[config.mk]
export PLATFORM = sky130hd
export DESIGN_NAME = fifo_queue_with_odd_purge
export DESIGN_NICKNAME = d
export VERILOG_FILES = /design/src/design/fqop_pkg.sv /design/src/design/fqop_ram.sv /design/src/design/fifo_queue_with_odd_purge.sv
export SDC_FILE = /design/constraint.sdc
export NUM_CORES = 1
export LEC_CHECK = 0
export ABC_AREA = 1
export BUFFER_PORTS_ARGS = -buffer_cell sky130_fd_sc_hd__buf_4
export CORE_MARGIN = 5
export CORE_UTILIZATION = 27
export CTS_CLUSTER_SIZE = 20
export DETAILED_ROUTE_END_ITERATION = 8
export SLEW_MARGIN = 10
export SYNTH_ARGS = -nofsm -noshare
export SYNTH_HDL_FRONTEND = slang
export SYNTH_HIERARCHICAL = 1
export SYNTH_SLANG_ARGS = --single-unit
[constraint.sdc]
create_clock -name clk -period 7.7 [get_ports clk]
set_input_delay 0.77 -clock clk [delete_from_list [all_inputs] [get_ports clk]]
set_output_delay 0.77 -clock clk [all_outputs]
set_load 0.02 [all_outputs]
[src/design/fqop_pkg.sv]
`default_nettype none
// ----------------------------------------------------------------------------
// fqop_pkg
// Shared data width, operation codes and status codes of the odd-purge queue.
// ----------------------------------------------------------------------------
package fqop_pkg;

    localparam int DATA_W = 32;

    localparam logic [1:0] MODE_PUSH  = 2'd0;
    localparam logic [1:0] MODE_POP   = 2'd1;
    localparam logic [1:0] MODE_PURGE = 2'd2;

    localparam logic [1:0] ST_DONE  = 2'd0;
    localparam logic [1:0] ST_EMPTY = 2'd1;
    localparam logic [1:0] ST_FULL  = 2'd2;

    typedef logic [DATA_W-1:0] data_t;

endpackage
`default_nettype wire

[src/design/fqop_ram.sv]
`default_nettype none
// ----------------------------------------------------------------------------
// fqop_ram
// Ring store: one write port, one read port, registered read data.
// ----------------------------------------------------------------------------
module fqop_ram
    import fqop_pkg::*;
#(
    parameter int DEPTH = 16
)
(
    input  wire logic                     clk,
    input  wire logic                     wr_en,
    input  wire logic [$clog2(DEPTH)-1:0] wr_addr,
    input  wire data_t                    wr_data,
    input  wire logic                     rd_en,
    input  wire logic [$clog2(DEPTH)-1:0] rd_addr,
    output data_t                         rd_data
);

    data_t mem [DEPTH];
    data_t rd_data_reg;

    always_ff @(posedge clk)
    begin
        if (wr_en)
        begin
            mem[wr_addr] <= wr_data;
        end
    end

    always_ff @(posedge clk)
    begin
        if (rd_en)
        begin
            rd_data_reg <= mem[rd_addr];
        end
    end

    assign rd_data = rd_data_reg;

endmodule
`default_nettype wire

[src/design/fifo_queue_with_odd_purge.sv]
`default_nettype none
// ----------------------------------------------------------------------------
// fifo_queue_with_odd_purge
// Bounded FIFO of signed 32-bit values with push, pop and purge-odd requests.
// ----------------------------------------------------------------------------
// One request is handled at a time and each gives one result. A push, a
// rejected request or an unused mode is answered directly; a pop makes one
// read of the ring memory and answers from a wait state; a purge walks the
// held entries through the single read port of the ring memory, writing
// kept even values back in order from the head. A new request is taken once
// the previous one is finished and the result register is free or being
// emptied in that cycle.
// ----------------------------------------------------------------------------
module fifo_queue_with_odd_purge
    import fqop_pkg::*;
#(
    parameter int DEPTH = 16
)
(
    input  wire logic                           clk,
    input  wire logic                           rst_n,
    input  wire logic                           in_valid,
    output logic                                in_stall,
    input  wire logic [1:0]                     mode,
    input  wire logic signed [DATA_W-1:0]       value,
    output logic                                out_valid,
    input  wire logic                           out_stall,
    output logic signed [DATA_W-1:0]            popped,
    output logic [1:0]                          status,
    output logic [$clog2(DEPTH+1)-1:0]          fill
);

    localparam int AW = $clog2(DEPTH);
    localparam int CW = $clog2(DEPTH + 1);

    localparam logic [1:0] S_IDLE  = 2'd0;
    localparam logic [1:0] S_POPW  = 2'd1;
    localparam logic [1:0] S_PURGE = 2'd2;

    function automatic logic [AW-1:0] ring_pos(input logic [AW-1:0] base,
                                               input logic [CW-1:0] off);
        logic [CW:0] sum;
        sum = (CW+1)'(base) + (CW+1)'(off);
        if (sum >= (CW+1)'(DEPTH))
        begin
            sum = sum - (CW+1)'(DEPTH);
        end
        return sum[AW-1:0];
    endfunction

    logic [1:0]    state_reg, state_next;
    logic [AW-1:0] head_reg, head_next;
    logic [CW-1:0] occ_reg, occ_next;
    logic [CW-1:0] k_reg, k_next;
    logic [CW-1:0] kept_reg, kept_next;
    logic          rd_pend_reg, rd_pend_next;

    logic          out_valid_reg, out_valid_next;
    data_t         popped_reg, popped_next;
    logic [1:0]    status_reg, status_next;
    logic [CW-1:0] fill_reg, fill_next;

    logic          wr_en;
    logic [AW-1:0] wr_addr;
    data_t         wr_data;
    logic          rd_en;
    logic [AW-1:0] rd_addr;
    data_t         rd_data;

    logic          out_free;
    logic          in_accept;
    logic          issue;
    logic          keep;
    logic [CW-1:0] kept_final;

    fqop_ram #(
        .DEPTH(DEPTH)
    ) u_ram (
        .clk    (clk),
        .wr_en  (wr_en),
        .wr_addr(wr_addr),
        .wr_data(wr_data),
        .rd_en  (rd_en),
        .rd_addr(rd_addr),
        .rd_data(rd_data)
    );

    assign out_free  = !out_valid_reg || !out_stall;
    assign in_stall  = !((state_reg == S_IDLE) && out_free);
    assign in_accept = in_valid && !in_stall;

    assign issue      = (k_reg < occ_reg);
    assign keep       = rd_pend_reg && !rd_data[0];
    assign kept_final = kept_reg + CW'(keep);

    always_comb
    begin
        state_next     = state_reg;
        head_next      = head_reg;
        occ_next       = occ_reg;
        k_next         = k_reg;
        kept_next      = kept_reg;
        rd_pend_next   = 1'b0;
        out_valid_next = out_valid_reg && out_stall;
        popped_next    = popped_reg;
        status_next    = status_reg;
        fill_next      = fill_reg;
        wr_en          = 1'b0;
        wr_addr        = ring_pos(head_reg, occ_reg);
        wr_data        = value;
        rd_en          = 1'b0;
        rd_addr        = head_reg;

        unique case (state_reg)
            S_IDLE:
            begin
                if (in_accept)
                begin
                    popped_next = '0;
                    status_next = ST_DONE;
                    fill_next   = occ_reg;
                    unique case (mode)
                        MODE_PUSH:
                        begin
                            out_valid_next = 1'b1;
                            if (occ_reg == CW'(DEPTH))
                            begin
                                status_next = ST_FULL;
                            end
                            else
                            begin
                                wr_en     = 1'b1;
                                occ_next  = occ_reg + CW'(1);
                                fill_next = occ_reg + CW'(1);
                            end
                        end
                        MODE_POP:
                        begin
                            if (occ_reg == '0)
                            begin
                                out_valid_next = 1'b1;
                                status_next    = ST_EMPTY;
                            end
                            else
                            begin
                                rd_en      = 1'b1;
                                state_next = S_POPW;
                            end
                        end
                        MODE_PURGE:
                        begin
                            if (occ_reg == '0)
                            begin
                                out_valid_next = 1'b1;
                                status_next    = ST_EMPTY;
                            end
                            else
                            begin
                                rd_en        = 1'b1;
                                rd_pend_next = 1'b1;
                                k_next       = CW'(1);
                                kept_next    = '0;
                                state_next   = S_PURGE;
                            end
                        end
                        default:
                        begin
                            out_valid_next = 1'b1;
                        end
                    endcase
                end
            end
            S_POPW:
            begin
                out_valid_next = 1'b1;
                popped_next    = rd_data;
                status_next    = ST_DONE;
                occ_next       = occ_reg - CW'(1);
                fill_next      = occ_reg - CW'(1);
                head_next      = (occ_reg == CW'(1)) ? '0 : ring_pos(head_reg, CW'(1));
                state_next     = S_IDLE;
            end
            S_PURGE:
            begin
                rd_addr = ring_pos(head_reg, k_reg);
                wr_addr = ring_pos(head_reg, kept_reg);
                wr_data = rd_data;
                wr_en   = keep;
                if (issue)
                begin
                    rd_en        = 1'b1;
                    rd_pend_next = 1'b1;
                    k_next       = k_reg + CW'(1);
                end
                kept_next = kept_final;
                if (!issue && rd_pend_reg)
                begin
                    out_valid_next = 1'b1;
                    popped_next    = '0;
                    status_next    = ST_DONE;
                    fill_next      = kept_final;
                    occ_next       = kept_final;
                    if (kept_final == '0)
                    begin
                        head_next = '0;
                    end
                    state_next = S_IDLE;
                end
            end
            default:
            begin
                state_next = S_IDLE;
            end
        endcase
    end

    always_ff @(posedge clk or negedge rst_n)
    begin
        if (!rst_n)
        begin
            state_reg     <= S_IDLE;
            head_reg      <= '0;
            occ_reg       <= '0;
            k_reg         <= '0;
            kept_reg      <= '0;
            rd_pend_reg   <= 1'b0;
            out_valid_reg <= 1'b0;
        end
        else
        begin
            state_reg     <= state_next;
            head_reg      <= head_next;
            occ_reg       <= occ_next;
            k_reg         <= k_next;
            kept_reg      <= kept_next;
            rd_pend_reg   <= rd_pend_next;
            out_valid_reg <= out_valid_next;
        end
    end

    always_ff @(posedge clk)
    begin
        popped_reg <= popped_next;
        status_reg <= status_next;
        fill_reg   <= fill_next;
    end

    assign out_valid = out_valid_reg;
    assign popped    = popped_reg;
    assign status    = status_reg;
    assign fill      = fill_reg;

endmodule
`default_nettype wire

**Word level (Yosys, flattened, before mapping)**

Memory sizes are Yosys's and may differ from the RTL's. A register that Yosys moved wholly into a read port is not among the register bits.
Cells that the tools add are included.
W data, S select, Z words.

- Logic and storage cells: 125
- Input bits: 38
- Memories: 1
- Output and inout port bits: 41
- RAM bits: 512
- Bits in registers: 62

Memories:

| memory | depth | bits a word | read ports | clocked after Yosys merged registers in | wr ports | line | RTL |
|---|---|---|---|---|---|---|---|
| u_ram.mem | 16 | 32 | 1 | 1 | 1 | fqop_ram.sv:21 | `data_t mem [DEPTH];` |

- $lt $le $gt $ge: 5
- Reduce and logical (&&, ||, !) cells: 24
- Add/sub/neg operators: 12
- Eq/ne operators: 15
- Multiplexer cells: 58

Operator list:

| operator | number |
|---|---|
| $mux W32 | 3 |
| $pmux W32 S3 | 1 |
| $mux W5 | 11 |
| $mux W4 | 9 |
| $pmux W5 S2 | 2 |
| $add A4 B5 Y6 | 3 |
| $ge A6 B5 Y1 const B | 3 |
| $mux W1 | 16 |
| $sub A4 B1 Y4 const B | 4 |
| $pmux W5 S3 | 1 |
| $mux W2 | 6 |
| $pmux W2 S2 | 3 |
| $add A5 B1 Y5 const B | 2 |
| $logic_not A5 Y1 | 2 |
| $ne A2 B2 Y1 const B | 5 |
| $reduce_and A5 Y1 | 2 |
| $pmux W4 S2 | 1 |
| $ne A3 B3 Y1 const B | 2 |
| $pmux W1 S2 | 3 |
| $pmux W2 S3 | 1 |
| $reduce_and A3 Y1 | 2 |
| $add A4 B1 Y5 const B | 1 |
| $add A5 B1 Y5 | 1 |
| $eq A5 B1 Y1 const B | 1 |
| other kinds (17) | 29 |

**Depth between registers and ports, before layout**

- Depth after elaboration: 8
- Mapped depth: 16

**Modules after synthesis**

Netlist, hierarchy kept.

By module, submodules not included:

| module | area each (µm²) | times used | cells an instance |
|---|---|---|---|
| fqop_ram | 23050.9 | 1 | 2120 |
| fifo_queue_with_odd_purge | 3932.5 | 1 | 510 |

**Worst setup path before layout**

Ideal clock, no wire load.

- Path type: reg-to-reg
- Start point: reg state_reg[0]
- End point: mem u_ram/mem[12][0] (netlist bit), enable pin
- Data required time: 7.279 ns
- Cell stages (with the launch flop): 12
- Setup slack: 3.581 ns
- Arrival time: 3.698 ns
- Clock period less this slack: 4.119 ns
- Buffers on the path: 2
- Path through: dfrtp_1 > inv_1 > ha_1 > buf_6 > clkbuf_1 > o21ai_0 > ha_1 > a21o_1 > a21oi_1 > xor2_1 > nand3_1 > nor2_1

RTL lines:

| what | line | RTL |
|---|---|---|
| from (decl) | fifo_queue_with_odd_purge.sv:51 | `logic [1:0] state_reg, state_next;` |
| from (signal assigned) | fifo_queue_with_odd_purge.sv:231 | `state_reg <= state_next;` |
| $eq A2 B2 Y1 | fifo_queue_with_odd_purge.sv:114 | `unique case (state_reg)` |
| $mux W4 | fifo_queue_with_odd_purge.sv:114 |  |
| via wr_addr[3] | fifo_queue_with_odd_purge.sv:64 | `logic [AW-1:0] wr_addr;` |
| to (decl) | fqop_ram.sv:21 |  |

The timed path passes the listed nets, and every way through them passes these cells.

**Worst setup path after layout**

- Start point: reg state_reg[0]
- End point: reg u_ram.rd_data_reg[3], in the netlist u_ram/rd_data[3] (read register of u_ram.mem) (data pin)

RTL lines:

| what | line | RTL |
|---|---|---|
| $eq A2 B2 Y1 | fifo_queue_with_odd_purge.sv:114 |  |
| $mux W4 | fifo_queue_with_odd_purge.sv:114 |  |
| via rd_addr[1] | fifo_queue_with_odd_purge.sv:67 | `logic [AW-1:0] rd_addr;` |
| to (decl) | fqop_ram.sv:22 | `data_t rd_data_reg;` |

The timed path passes the listed nets, and every way through them passes these cells.
A chain may end at the register's enable or synchronous reset.

==> reports/summary.txt <==
STATUS
----------------------------------------------------------------------------
Outcome                                                         complete, no violations

CRITICAL PATH
----------------------------------------------------------------------------
Slowest cell on crit path                                              inv_4
Largest stage delay on the critical path                             0.74 ns
Type of the worst setup path                                    register to register
Sequence of cells on the critical path                          inv_1 -> ha_2 -> buf_4 -> inv_2 -> buf_4 -> nand2_1 -> o21ai_4 -> buf_4 -> inv_4 -> buf_4 -> nand3_1 -> nand3_1 -> nand3_1 -> nand2_1
CP required                                                          8.17 ns
Crit start category                                                 register
Signal arrival time at the worst endpoint                            5.66 ns
Critical path peak fanout                                                 67
Most used cell, CP                                                     buf_4
Kind of capture point of the worst setup path                       register
Depth of the worst register-to-register path                              14

GRT
----------------------------------------------------------------------------
Number of global-route vias before repair                              16700
Global-route wire length before repair                             102000 µm
Pin count of the biggest net entering global routing                     154
Antenna violations before repair                                           0
Overflow after GRT                                                         0
Tot GR Track Use                                                       0.122

RUN
----------------------------------------------------------------------------
Number of maximum-capacitance violations                                   0

CTS
----------------------------------------------------------------------------
Setup fix buffers added after clock tree synthesis                         0
Number of sinks on the clock net                                         606
CTS root buffer                                                    clkbuf_16
PostCTS Resize Cnt                                                         0
Total clock buffers created by CTS                                        67
Total number of H-tree levels                                              3
Max Root-Sink Buffers                                                      3
TritonCTS clock tree                                                   built
Clock insertion delay at the later pin of the skew report            0.61 ns
Hold_buf cts                                                               0
CTS clk-pin slew, worst paths                                        0.06 ns

FINISH
----------------------------------------------------------------------------
Layout cell share with drive strength beyond 1                        0.0867
Final design instance area without fill                            30900 µm²
# nets final                                                            2751
Max FFs per register                                                     512
Most common cell after layout, fill and taps aside                   nand2_1
Antenna cell count                                                         0
Commonest cells after routing, fill and taps aside              nand2_1, edfxtp_1, inv_1, nand3_1, buf_4
Area added between synthesis and finish                                14.5%

TIMING
----------------------------------------------------------------------------
Share of the clock period used by the worst path after layout          0.674
Clock skew after layout                                            0.0166 ns
Worst slew margin relative to its limit                                0.239
Count of final hold-check violations                                       0
Final min period                                                     5.19 ns
Final setup violation count                                                0
Hold Worst Slack                                                   0.0724 ns
Measured slew at the worst slew-check pin                            1.14 ns
Upper clock frequency limit                                          193 MHz
Setup TNS                                                               0 ns
Pins over their slew limit                                                 0
RSZ-0062 raised after global routing                                      no

FLOORPLAN
----------------------------------------------------------------------------
Top-level port count                                                      79
Core Area                                                          99700 µm²
Die area                                                          106000 µm²
Starting density of the core                                           0.271
Number of standard-cell rows in the floorplan                            116
DIE WIDTH                                                             326 µm
Die extent in y                                                       326 µm

ROUTE
----------------------------------------------------------------------------
Drt wl/cell                                                          16.5 µm
First-pass iteration count of the detailed router                          5
Drt drc                                                                    0
Per-cell via count in the routed design                                 4.37
Iteration-0 DRC count of the detailed router                            1498
Antenna Violating Nets Remaining                                           0
Routed wire length                                                  66500 µm
Routed vias                                                            17600

PLACEMENT
----------------------------------------------------------------------------
DPL Wire Length                                                     36500 µm
Post-detailed-placement cell area                                  28900 µm²
GP Congestion                                                          0.765
Port Buffer Count                                                         78

MIN PATH
----------------------------------------------------------------------------
Worst min-delay path category                                   input pin to asynchronous set/reset pin

SYNTH
----------------------------------------------------------------------------
Total of flip-flops plus latches after synthesis                         606
Mean instance size in the synthesized netlist                       10.3 µm²
Post-synthesis cell count                                               2630
Count of cell types in the netlist                                        33
Part of the Yosys area used for sequential elements                    0.670
Post-Syn Nets                                                           2696
Yosys warning count                                                        6
Post-synthesis instance area                                       27000 µm²

POWER AND IR DROP
----------------------------------------------------------------------------
Total power density per cell area                                 380 nW/µm²
Largest voltage drop on the vdd net                                 0.302 mV
Pleak                                                                13.1 nW

[cells by family after synthesis]
| logic type | Yosys count | synth area share |
|---|---|---|
| and+or+nand+nor | 1371 | 0.213 |
| xor gates and xnor gates | 10 | 0.00325 |
| adders and majority gates | 28 | 0.0135 |
| DFF | 606 | 0.670 |
| AOI/OAI and AO/OA | 37 | 0.00742 |
| buffers and inverters | 578 | 0.0926 |
[routing by layer]
| layer | share of wire | vias to the layer above | GRT usage |
|---|---|---|---|
| met2 | 0.47 | 458 | 0.200 |
| met5 | 0 | - | 0 |
| met1 | 0.45 | 8500 | 0.167 |
| met4 | 0.022 | 0 | 0.0329 |
| li1 | - | 8582 | - |
| met3 | 0.059 | 97 | 0.0237 |
[report_power, final]
group / leakage, nW / total [mW] / switching, mW / internal (mW)
registers: 5.61 / 4.52 / 0.182 / 4.34
logic: 6.52 / 4.24 / 3.08 / 1.16
clock network: 0.983 / 2.98 / 1.30 / 1.69
[synthesized netlist by cell type]
cell	instances	area, µm²
nand2_1	911	3420
edfxtp_1	583	17500
inv_1	451	1690
nand3_1	406	2030
buf_2	45	225
buf_6	31	349
nor2_1	27	101
ha_1	26	325
clkbuf_1	23	86.3
dfrtp_1	23	576
o21ai_0	20	100
buf_1	17	63.8
a21oi_1	11	55.1
xor2_1	9	78.8
nand4_1	8	50.1
buf_4	6	45.0
nand3b_1	5	37.5
or2_2	4	25.0
inv_2	3	11.3
o211ai_1	3	22.5
fa_1	2	40.0
nand2_2	2	12.5
nand3_2	2	20.0
nor2_4	2	22.5
nor3_1	2	10.0
a21o_1	1	7.51
a31o_2	1	8.76
buf_12	1	20.0
inv_4	1	6.26
nand2_4	1	11.3
o22ai_1	1	6.26
or2_1	1	6.26
xnor2_1	1	8.76
[critical path: cells and delay by family, from the launching register on]
| kind | cells | cell delay (ns) |
|---|---|---|
| flip-flops | 1 | 0.41 |
| AND/OR/NAND/NOR | 5 | 0.64 |
| AO/OA/AOI/OAI | 1 | 0.06 |
| buffers and inverters | 7 | 3.16 |
| adder cells (fa/ha/maj) | 1 | 0.65 |
[stage by stage]
| stage | worst slack, ns | instances | total power [mW] | utilization |
|---|---|---|---|---|
| 3_3_place_gp | 2.61 | 3913 | 8.81 | 0.289 |
| 3_5_place_dp | 2.51 | 3914 | 8.86 | 0.289 |
| 5_1_grt | 2.22 | 4032 | 12.5 | 0.310 |
| 4_1_cts | 2.52 | 4032 | 11.9 | 0.310 |
| 6_report | 2.51 | 4032 | 11.7 | 0.310 |
| 2_1_floorplan | 3.58 | 2630 | 7.62 | - |
[area by class of cell]
| class | instances | area, µm² |
|---|---|---|
| inverter | 455 | 1720 |
| clock buffer | 85 | 1740 |
| timing repair buffer | 109 | 843 |
| tap | 1298 | 1620 |
| sequential | 606 | 18100 |
| clock inverter | 33 | 280 |
| multi-input combinational | 1446 | 6590 |
| fill | 10100 | 68800 |
[path summary, 6_finish.rpt]
check	slack (ns)	endpoint	startpoint
worst min register to register	0.51	kept_reg[4]	kept_reg[4]
min in group clk	0.46	out_valid	out_stall
max in group asynchronous	7.37	head_reg[2]	rst_n
worst max-delay path	2.51	u_ram/rd_data[3]	state_reg[0]
worst max register to register	2.51	u_ram/rd_data[3]	state_reg[0]
worst min-delay path	0.07	head_reg[0]	rst_n
Note: power is estimated with default switching activity, not from simulation.
